==> src/rtl/core/tvti_pkg.sv <==
// Package for the text value type inference block.
// Holds the phase and type codes, the record passed from front to back,
// the range limits and the saturating counter helper. No dependencies.
package tvti_pkg;

    localparam logic [15:0] MAX_LEN     = 16'd65535;
    localparam logic [15:0] INT_MAX_CH  = 16'd19;
    localparam logic [15:0] MAG_MAX_DIG = 16'd20;

    localparam int QUEUE_DEPTH = 2;
    localparam int QW          = $clog2(QUEUE_DEPTH);

    localparam logic [7:0] CH_MINUS = 8'h2D;
    localparam logic [7:0] CH_DOT   = 8'h2E;
    localparam logic [7:0] CH_ZERO  = 8'h30;
    localparam logic [7:0] CH_NINE  = 8'h39;

    localparam logic [63:0] NEG_TINY_LIM   = 64'd128;
    localparam logic [63:0] NEG_SMALL_LIM  = 64'd32768;
    localparam logic [63:0] NEG_MEDIUM_LIM = 64'd8388608;
    localparam logic [63:0] U_TINY_LIM     = 64'd255;
    localparam logic [63:0] U_SMALL_LIM    = 64'd65535;
    localparam logic [63:0] U_MEDIUM_LIM   = 64'd16777215;
    localparam logic [63:0] U_INT_LIM      = 64'd2147483647;

    localparam logic signed [16:0] MINUS_ONE = -17'sd1;

    typedef enum logic [2:0] {
        PH_START = 3'd0,
        PH_MINUS = 3'd1,
        PH_INT   = 3'd2,
        PH_DOT   = 3'd3,
        PH_FRAC  = 3'd4,
        PH_OTHER = 3'd5
    } t_phase;

    typedef enum logic [2:0] {
        T_NULL    = 3'd0,
        T_TINY    = 3'd1,
        T_SMALL   = 3'd2,
        T_MEDIUM  = 3'd3,
        T_INT     = 3'd4,
        T_BIG     = 3'd5,
        T_DECIMAL = 3'd6,
        T_VARCHAR = 3'd7
    } t_type;

    // Everything the back end needs to classify one finished value.
    typedef struct packed {
        t_phase      phase;
        logic        negative;
        logic [63:0] magnitude;
        logic [15:0] char_count;
        logic [15:0] digit_count;
        logic [15:0] frac_digits;
    } t_rec;

    function automatic logic [15:0] sat_inc(input logic [15:0] v);
        return (v < MAX_LEN) ? v + 16'd1 : MAX_LEN;
    endfunction

endpackage

==> src/rtl/core/tvti_front.sv <==
// Front end: takes one character per beat, tracks the pattern phase, counts
// and magnitude, and pushes a finished value record on the last beat.
// Depends on tvti_pkg.
module tvti_front (
    input  logic          i_clk,
    input  logic          i_rst_n,
    input  logic          i_valid,
    output logic          o_ready,
    input  logic [7:0]    i_character,
    input  logic          i_no_char,
    input  logic          i_last,
    input  logic          i_q_full,
    output logic          o_push,
    output tvti_pkg::t_rec o_rec
);
    import tvti_pkg::*;

    t_phase      r_phase, n_phase;
    logic        r_neg, n_neg;
    logic [63:0] r_mag, n_mag;
    logic [15:0] r_chars, n_chars;
    logic [15:0] r_digs, n_digs;
    logic [15:0] r_frac, n_frac;

    logic accept;
    logic is_digit;

    assign o_ready  = !i_q_full;
    assign accept   = i_valid && o_ready;
    assign is_digit = (i_character >= CH_ZERO) && (i_character <= CH_NINE);

    always_comb begin
        n_phase = r_phase;
        n_neg   = r_neg;
        n_mag   = r_mag;
        n_chars = r_chars;
        n_digs  = r_digs;
        n_frac  = r_frac;
        if (!i_no_char) begin
            n_chars = sat_inc(r_chars);
            if (is_digit) begin
                n_digs = sat_inc(r_digs);
            end
            case (r_phase)
                PH_START: begin
                    if (i_character == CH_MINUS) begin
                        n_neg   = 1'b1;
                        n_phase = PH_MINUS;
                    end else if (is_digit) begin
                        n_phase = PH_INT;
                    end else if (i_character == CH_DOT) begin
                        n_phase = PH_DOT;
                    end else begin
                        n_phase = PH_OTHER;
                    end
                end
                PH_MINUS, PH_INT: begin
                    if (is_digit) begin
                        n_phase = PH_INT;
                    end else if (i_character == CH_DOT) begin
                        n_phase = PH_DOT;
                    end else begin
                        n_phase = PH_OTHER;
                    end
                end
                PH_DOT, PH_FRAC: begin
                    if (is_digit) begin
                        n_phase = PH_FRAC;
                        n_frac  = sat_inc(r_frac);
                    end else begin
                        n_phase = PH_OTHER;
                    end
                end
                default: begin
                    n_phase = PH_OTHER;
                end
            endcase
            // Times ten as two shifts and an add; the digit value is the low nibble.
            if (n_phase == PH_INT && is_digit && n_digs <= MAG_MAX_DIG) begin
                n_mag = (r_mag << 3) + (r_mag << 1) + {60'd0, i_character[3:0]};
            end
        end
    end

    always_comb begin
        o_push            = accept && i_last;
        o_rec.phase       = n_phase;
        o_rec.negative    = n_neg;
        o_rec.magnitude   = n_mag;
        o_rec.char_count  = n_chars;
        o_rec.digit_count = n_digs;
        o_rec.frac_digits = n_frac;
    end

    always_ff @(posedge i_clk) begin
        if (!i_rst_n || o_push) begin
            r_phase <= PH_START;
            r_neg   <= 1'b0;
            r_mag   <= 64'd0;
            r_chars <= 16'd0;
            r_digs  <= 16'd0;
            r_frac  <= 16'd0;
        end else if (accept) begin
            r_phase <= n_phase;
            r_neg   <= n_neg;
            r_mag   <= n_mag;
            r_chars <= n_chars;
            r_digs  <= n_digs;
            r_frac  <= n_frac;
        end
    end

endmodule

==> src/rtl/core/tvti_queue.sv <==
// Short queue of finished value records between the front and back ends.
// Depends on tvti_pkg for the record type and depth.
module tvti_queue (
    input  logic           i_clk,
    input  logic           i_rst_n,
    input  logic           i_push,
    input  tvti_pkg::t_rec i_rec,
    output logic           o_full,
    output logic           o_valid,
    input  logic           i_pop,
    output tvti_pkg::t_rec o_rec
);
    import tvti_pkg::*;

    t_rec        r_mem [QUEUE_DEPTH];
    logic [QW-1:0] r_wr_ptr, r_rd_ptr;
    logic [QW:0]   r_count;

    assign o_full  = (r_count == (QW+1)'(QUEUE_DEPTH));
    assign o_valid = (r_count != '0);
    assign o_rec   = r_mem[r_rd_ptr];

    always_ff @(posedge i_clk) begin
        if (i_push) begin
            r_mem[r_wr_ptr] <= i_rec;
        end
    end

    always_ff @(posedge i_clk) begin
        if (!i_rst_n) begin
            r_wr_ptr <= '0;
            r_rd_ptr <= '0;
            r_count  <= '0;
        end else begin
            if (i_push) begin
                r_wr_ptr <= (r_wr_ptr == QW'(QUEUE_DEPTH - 1)) ? '0 : r_wr_ptr + 1'b1;
            end
            if (i_pop) begin
                r_rd_ptr <= (r_rd_ptr == QW'(QUEUE_DEPTH - 1)) ? '0 : r_rd_ptr + 1'b1;
            end
            case ({i_push, i_pop})
                2'b10:   r_count <= r_count + 1'b1;
                2'b01:   r_count <= r_count - 1'b1;
                default: r_count <= r_count;
            endcase
        end
    end

endmodule

==> src/rtl/core/tvti_back.sv <==
// Back end: classifies a finished value record into a column type and holds
// the result in an output register until it is taken. Depends on tvti_pkg.
module tvti_back (
    input  logic                  i_clk,
    input  logic                  i_rst_n,
    input  logic                  i_q_valid,
    input  tvti_pkg::t_rec        i_rec,
    output logic                  o_pop,
    output logic                  o_valid,
    input  logic                  i_ready,
    output logic [2:0]            o_type_code,
    output logic signed [16:0]    o_precision,
    output logic signed [16:0]    o_scale,
    output logic                  o_is_unsigned
);
    import tvti_pkg::*;

    logic               r_valid;
    t_type              r_type, n_type;
    logic signed [16:0] r_prec, n_prec;
    logic signed [16:0] r_scale, n_scale;
    logic               r_uns, n_uns;

    logic signed [16:0] len17, digs17;

    assign o_pop = i_q_valid && (!r_valid || i_ready);
    assign len17  = {1'b0, i_rec.char_count};
    assign digs17 = {1'b0, i_rec.digit_count};

    always_comb begin
        n_type  = T_VARCHAR;
        n_prec  = len17;
        n_scale = MINUS_ONE;
        n_uns   = 1'b0;
        case (i_rec.phase)
            PH_START: begin
                n_type = T_NULL;
                n_prec = MINUS_ONE;
            end
            PH_INT: begin
                if (i_rec.char_count > INT_MAX_CH) begin
                    n_type = T_VARCHAR;
                end else if (i_rec.negative && i_rec.magnitude != 64'd0) begin
                    n_prec = digs17;
                    if (i_rec.magnitude <= NEG_TINY_LIM) begin
                        n_type = T_TINY;
                    end else if (i_rec.magnitude <= NEG_SMALL_LIM) begin
                        n_type = T_SMALL;
                    end else if (i_rec.magnitude <= NEG_MEDIUM_LIM) begin
                        n_type = T_MEDIUM;
                    end else begin
                        n_type = T_INT;
                    end
                end else begin
                    // Minus zero falls here and reads as unsigned.
                    n_prec = digs17;
                    n_uns  = 1'b1;
                    if (i_rec.magnitude <= U_TINY_LIM) begin
                        n_type = T_TINY;
                    end else if (i_rec.magnitude <= U_SMALL_LIM) begin
                        n_type = T_SMALL;
                    end else if (i_rec.magnitude <= U_MEDIUM_LIM) begin
                        n_type = T_MEDIUM;
                    end else if (i_rec.magnitude <= U_INT_LIM) begin
                        n_type = T_INT;
                    end else begin
                        n_type = T_BIG;
                    end
                end
            end
            PH_FRAC: begin
                n_type  = T_DECIMAL;
                n_prec  = digs17;
                n_scale = {1'b0, i_rec.frac_digits};
            end
            default: begin
                n_type = T_VARCHAR;
            end
        endcase
    end

    always_ff @(posedge i_clk) begin
        if (!i_rst_n) begin
            r_valid <= 1'b0;
        end else if (o_pop) begin
            r_valid <= 1'b1;
        end else if (i_ready) begin
            r_valid <= 1'b0;
        end
    end

    always_ff @(posedge i_clk) begin
        if (o_pop) begin
            r_type  <= n_type;
            r_prec  <= n_prec;
            r_scale <= n_scale;
            r_uns   <= n_uns;
        end
    end

    assign o_valid       = r_valid;
    assign o_type_code   = r_type;
    assign o_precision   = r_prec;
    assign o_scale       = r_scale;
    assign o_is_unsigned = r_uns;

endmodule

==> src/rtl/core/text_value_type_inference_top.sv <==
// Text value type inference. Each input beat carries one byte of a field
// value; the beat marked last closes the value and yields one result beat with
// the narrowest column type, precision, scale and signedness. The block takes
// one character every cycle while input ready is high; the front end tracks
// the pattern and the 64-bit magnitude (times ten plus digit per beat), and a
// two-entry queue hands finished values to the back end, which classifies
// them and registers the result. The queue registers a finished value when
// its last beat is accepted; the back end then takes it from the queue head
// into its result register once that register is free or taken. Input keeps
// flowing while the output is stalled until the result register and both
// queue entries hold finished values; only then does the input ready drop.
module text_value_type_inference_top (
    input  logic               i_clk,
    input  logic               i_rst_n,
    input  logic               i_valid,
    output logic               o_ready,
    input  logic [7:0]         i_character,
    input  logic               i_no_char,
    input  logic               i_last,
    output logic               o_valid,
    input  logic               i_ready,
    output logic [2:0]         o_type_code,
    output logic signed [16:0] o_precision,
    output logic signed [16:0] o_scale,
    output logic               o_is_unsigned
);
    import tvti_pkg::*;

    t_rec push_rec, pop_rec;
    logic push, pop, q_full, q_valid;

    tvti_front u_front (
        .i_clk       (i_clk),
        .i_rst_n     (i_rst_n),
        .i_valid     (i_valid),
        .o_ready     (o_ready),
        .i_character (i_character),
        .i_no_char   (i_no_char),
        .i_last      (i_last),
        .i_q_full    (q_full),
        .o_push      (push),
        .o_rec       (push_rec)
    );

    tvti_queue u_queue (
        .i_clk   (i_clk),
        .i_rst_n (i_rst_n),
        .i_push  (push),
        .i_rec   (push_rec),
        .o_full  (q_full),
        .o_valid (q_valid),
        .i_pop   (pop),
        .o_rec   (pop_rec)
    );

    tvti_back u_back (
        .i_clk         (i_clk),
        .i_rst_n       (i_rst_n),
        .i_q_valid     (q_valid),
        .i_rec         (pop_rec),
        .o_pop         (pop),
        .o_valid       (o_valid),
        .i_ready       (i_ready),
        .o_type_code   (o_type_code),
        .o_precision   (o_precision),
        .o_scale       (o_scale),
        .o_is_unsigned (o_is_unsigned)
    );

endmodule

==> config.mk <==
export PLATFORM = sky130hd
export DESIGN_NAME = text_value_type_inference_top
export DESIGN_NICKNAME = d
export VERILOG_FILES = /design/src/rtl/core/tvti_pkg.sv /design/src/rtl/core/tvti_front.sv /design/src/rtl/core/tvti_queue.sv /design/src/rtl/core/tvti_back.sv /design/src/rtl/core/text_value_type_inference_top.sv
export SDC_FILE = /design/constraint.sdc
export NUM_CORES = 1
export LEC_CHECK = 0
export BUFFER_PORTS_ARGS = -buffer_cell sky130_fd_sc_hd__buf_4
export CAP_MARGIN = 20
export CORE_ASPECT_RATIO = 0.7
export CORE_MARGIN = 1.5
export CORE_UTILIZATION = 23
export CTS_CLUSTER_DIAMETER = 150
export DETAILED_ROUTE_END_ITERATION = 6
export GPL_ROUTABILITY_DRIVEN = 0
export PLACE_DENSITY_LB_ADDON = 0.08
export SLEW_MARGIN = 25
export SYNTH_ARGS = -nofsm -noshare
export SYNTH_HDL_FRONTEND = slang
export SYNTH_SLANG_ARGS = --single-unit
export TNS_END_PERCENT = 30
==> constraint.sdc <==
create_clock -name i_clk -period 10.9 [get_ports i_clk]
set_clock_uncertainty 0.1 [all_clocks]
set_input_delay 3.27 -clock i_clk [delete_from_list [all_inputs] [get_ports i_clk]]
set_output_delay 3.27 -clock i_clk [all_outputs]
set_load 0.03 [all_outputs]
Yosys cells after proc, flatten, opt, wreduce, memory -nomap -nowiden
Memories as Yosys holds them, arrays and structs flattened. A register that Yosys moved wholly into a read port is not among the register bits.
Index checks and enable logic that the tools add are counted.
- register bits: 159
- bits in latches: 0
- bits in writable memories: 232
- ROM bits: 0
- output and inout port bits: 40
- word-level logic and storage cells: 118
- memories kept: 1
- add/sub/neg operators: 9
- $mul: 0
- div/mod/pow operators: 0
- magnitude comparators: 14
- eq/ne operators: 12
- shift-type cells: 0
- muxes and demuxes: 45
- bitwise operators: 1
- reductions and logical operators: 21
- memory list (name ; depth ; width ; rd ports ; clocked after memory_dff ; write ports ; line ; RTL):
    u_queue.r_mem ; 2 ; 116 ; 1 ; 1 ; 1 ; tvti_queue.sv:15 ; t_rec r_mem [QUEUE_DEPTH];
- operators by type and width (kind ; number):
    $mux W16 ; 11
    $le A64 B16 Y1 const B ; 2
    $le A64 B24 Y1 const B ; 2
    $le A64 B8 Y1 const B ; 2
    $mux W64 ; 2
    $add A64 B4 Y64 ; 1
    $add A64 B64 Y64 ; 1
    $le A64 B31 Y1 const B ; 1
    $reduce_bool A64 Y1 ; 1
    $pmux W17 S3 ; 1
    $add A16 B1 Y16 const B ; 3
    $lt A16 B16 Y1 const B ; 3
    $mux W3 ; 13
    $pmux W3 S3 ; 2
    $mux W17 ; 1
    $eq A8 B6 Y1 const B ; 2
    $gt A16 B5 Y1 const B ; 1
    $le A16 B5 Y1 const B ; 1
    $mux W1 ; 14
    $eq A3 B2 Y1 const B ; 4
    $ge A8 B6 Y1 const B ; 1
    $le A8 B6 Y1 const B ; 1
    $logic_and A1 B1 Y1 ; 7
    $eq A3 B3 Y1 const B ; 2
    other kinds (13) ; 23

Logic depth before layout (Yosys ltp)
- depth in word-level cells: 11
- gate-level depth with buffers: 14

Cells and area by module
A second synthesis with hierarchy kept.
- cell total of the unflattened synthesis: 2032
- area total of the unflattened synthesis: 21355.5 µm²
- by module, submodules not included (module ; instances ; cells each ; area each (µm²) ; seq. area each (µm²)):
    tvti_front ; 1 ; 1498 ; 10739.0 ; 2322.2
    tvti_queue ; 1 ; 383 ; 8744.6 ; 7066.8
    tvti_back ; 1 ; 151 ; 1871.8 ; 1161.1

Least setup slack after synthesis
OpenSTA, ideal clock, no wires.
- path kind: in2reg
- start: input i_valid
- end: memory u_queue.r_mem[0][0] (netlist bit) (enable)
- setup time: 0.594 ns
- arrival time: 8.405 ns
- slack: 1.801 ns
- stages on the path: 3
- path through: and2_2 > nand2_1 > nor2_1
- word-level cells in the longest chain between the ends: 4
- RTL lines (what ; line ; RTL):
    start, declared ; text_value_type_inference_top.sv:15 ; input logic i_valid,
    $logic_and A1 B1 Y1 ; tvti_front.sv:29 ; assign accept = i_valid && o_ready;
    $logic_and A1 B1 Y1 ; tvti_front.sv:86 ; o_push = accept && i_last;
    $mux W1 ; tvti_queue.sv:24 ; if (i_push) begin
    $mux W1 (not written as such) ; tvti_queue.sv:25 ; r_mem[r_wr_ptr] <= i_rec;
    end, declared ; tvti_queue.sv:15 ;
Every way passes these cells.

Worst setup path after layout
- start: input i_character[3]
- end: register u_front.r_mag[57]
- word-level cells in the longest chain between the ends: 11
- elaborated cells on any way between the ends: 20
- RTL lines (what ; line ; RTL):
    start, declared ; text_value_type_inference_top.sv:17 ; input logic [7:0] i_character,
    branches (longest 9 deep; another with $le A16 B5 Y1) ; -- ;
    $mux W64 * ; tvti_front.sv:79 ; if (n_phase == PH_INT && is_digit && n_digs <= MAG_MAX_DIG) begin
    $mux W64 * ; tvti_front.sv:39 ; if (!i_no_char) begin
    end signal, assigned ; tvti_front.sv:106 ; r_mag <= n_mag;
    end, declared ; tvti_front.sv:20 ; logic [63:0] r_mag, n_mag;
Mark *: on every way between the ends. The select of a mux whose other input is x is not followed.
A chain may end at the register's enable or synchronous reset.

==> reports/metrics.yaml <==
min_period_ps: 6800
critical_path_buf_inv_count: 3
grt_max_degree: 118
wl_um: 62400
postLayoutCoreUtil: 0.267
hp-class: "flop to flop"
first_pass_iters: 5
cts_resized: 0
path_clk_slew_ps: 70
layout_setup_ws_ps: 4100
dp_hpwl_um: 43400
slew_violations: 0
antenna_found_initial: 0
endpoint_kind: "flop"
powerDensity_mw_per_mm2: 159
rr_worst_depth: 14
syn_area_mm2: 0.0209
yosys.cell_count.top_type: "edfxtp_1"
vias_per_cell: 4.62
rsz0062_at_grt: "false"
path_max_fanout: 4
p_leak_nw: 8.87
synth_nets: 2134
std_cell_rows: 92
clockBufferDepth: 3
drc: 0
async_reset_ff_frac: 0
cts_tree: "built"
critPathSlowestCell: "nor3_1"
ys_ff_latch: 392
placed_area_mm2: 0.0226
crit_top_cell: "nor3_1"
start_kind: "input pin"
grt_pass1_vias: 14800
fillCellCount: 9534
setup_tns_ps: 0
area.growth.synth_to_final_pct: 15.0
cp.required_ps: 11270
synth_top_area_cell: "edfxtp_1"
drtAntennaViolNets: 0
dp.cells: 3184
min_period_over_period: 0.624
avgSynthCellArea_um2: 10.5
arrival_ps: 7170
synth_edf_count: 270
worstSetupPathType: "input pin to flop"
ir_drop_mv: 0.0963
yosysSeqAreaShare: 0.505
synthFlopType: "edfxtp_1"
holdPathStages: 2
dp_slack_ps: 3430
path_depth: 15
coreArea_mm2: 0.0900
cap_violations: 0
start_util: 0.232
yosys.cell_types.count: 95
synthTopCellsByArea: "edfxtp_1 (39%), dfxtp_1 (12%), ha_1 (7.5%), nand2_1 (4.8%), a21oi_1 (3.5%)"
syn_inst: 1992
grt_use_total: 0.134
slew_headroom: 0.374
synth_common_cells: "edfxtp_1 (270), nand2_1 (269), a21oi_1 (146)"
root_buffer: "clkbuf_16"
status: "complete, no violations"
worst_path_dominant_cell_family: "simple AND/OR/NAND/NOR gates"
layoutNonFillerInstCount: 3266
io_pins: 54
post_cts_buffers: 0
fin_nets: 2150
grt_pass1_wl_um: 94600
synth_top_cell_area_share: 0.388
vias: 15100
die_area_mm2: 0.0927
fin_area_mm2: 0.0240
clock-sinks: 392
fmax_mhz: 147
clkLatencyLatePin_ps: 590
die_x_um: 363
io_buffers: 53
cts_max_level: 2
grt-ovfl-total: 0
drt_iter0_markers: 1073
ctsHoldBuffers: 0
final_layout_size_suffix_gt1_frac: 0.102
path_cells: "buf_4 > inv_1 > fa_1 > inv_1 > ha_1 > a211oi_1 > nor4_1 > nor3_1 > nor3_1 > o2bb2ai_1 > nor3_1 > o31a_1 > o211a_1 > mux2i_1 > or3_1"
wl_per_cell_um: 19.1
cts_buffers: 44
yosys_warnings: 0
die_h_um: 255
hold_viol_final: 0
worst_slew_pin_slew_ps: 930
crit_path_max_incr_delay_ps: 600
finalSetupViolations: 0
## cells by family (layout without fill, tap and decap cells)
logic type,Yosys count,count (layout),synth area share
and+or+nand+nor,697,697,0.165
AOI/OAI and AO/OA,472,472,0.147
DFF,392,392,0.505
buffers and inverters,131,182,0.0278
adders and majority gates,128,128,0.0773
xor gates and xnor gates,89,89,0.0373
muxes,83,83,0.0412
other,0,1,0
## worst paths after layout
path | slack (ps) | start | end
setup reg to reg | 6520 | u_front.r_mag[2] | u_front.r_mag[57]
hold reg to reg | 360 | u_front.r_mag[63] | u_front.r_mag[63]
hold / removal | 360 | u_front.r_mag[63] | u_front.r_mag[63]
setup / recovery | 4100 | i_character[3] | u_front.r_mag[57]
## final cells by class
cell class / instances / area [um2] / area share
Antenna cell: 1 / 2.50 / 0.000104
Clock buffer: 60 / 1240 / 0.0516
Clock inverter: 21 / 228 / 0.00947
Inverter: 31 / 116 / 0.00484
Multi-Input combinational cell: 1469 / 9820 / 0.408
Sequential cell: 392 / 10600 / 0.439
Tap cell: 1222 / 1530 / 0.0636
Timing Repair Buffer: 70 / 558 / 0.0232
## flip-flops by register name, summed over array words and instances (netlist names), 2 cells and up, named ones only
name and flops:
u_front.r_chars 16, u_back.o_type_code 3, u_queue.r_mem 232, u_front.r_phase 3, u_back.o_precision 17, u_queue.r_count 2
u_back.o_scale 17, u_front.r_digs 16, u_front.r_frac 16, u_front.r_mag 64
## placed cells by master, fill, tap and decap left out, types with 12 or more instances in the layout
master     count
buf_4         68
mux2i_1       59
clkbuf_16     44
xnor2_1       43
nor4_1        37
ha_1         126
inv_1         31
a21o_1        53
nor2_1       104
a21oi_1      146
nand4_1       29
o21bai_1      16
o21ai_0       99
o21a_1        21
mux2_2        24
a31oi_1       17
and3_1        20
o221ai_1      18
dfxtp_1      121
edfxtp_1     270
nor2b_1       13
and2_1        50
a211o_1       12
nand3_1       47
nand2_1      268
nor3_1        57
xor2_1        46
## tightest hold or removal path: stages, from the launching register on
cell     delay, ps
dfxtp_1        310
nand2_1         50
a21oi_1         50
## through the flow
stage | power (mW) | hold WS, ps
2_1_floorplan | 2.12 | 328
3_3_place_gp | 2.34 | 338
3_5_place_dp | 2.34 | 347
4_1_cts | 3.91 | 358
5_1_grt | 4.00 | 398
6_report | 3.82 | 358
## report_power, final
part / switching, mW / internal [mW]
Sequential: 0.0518 / 1.73
Clock: 0.636 / 0.894
Combinational: 0.353 / 0.157
## layer usage
| metal | part of all wire | track usage | up-vias |
|---|---|---|---|
| met5 | 0 | 0 | - |
| met4 | 0.015 | 0.0270 | 0 |
| met3 | 0.042 | 0.0218 | 57 |
| met2 | 0.38 | 0.179 | 243 |
| met1 | 0.57 | 0.220 | 7305 |
| li1 | - | - | 7468 |
Note: power is estimated with default switching activity, not from simulation.
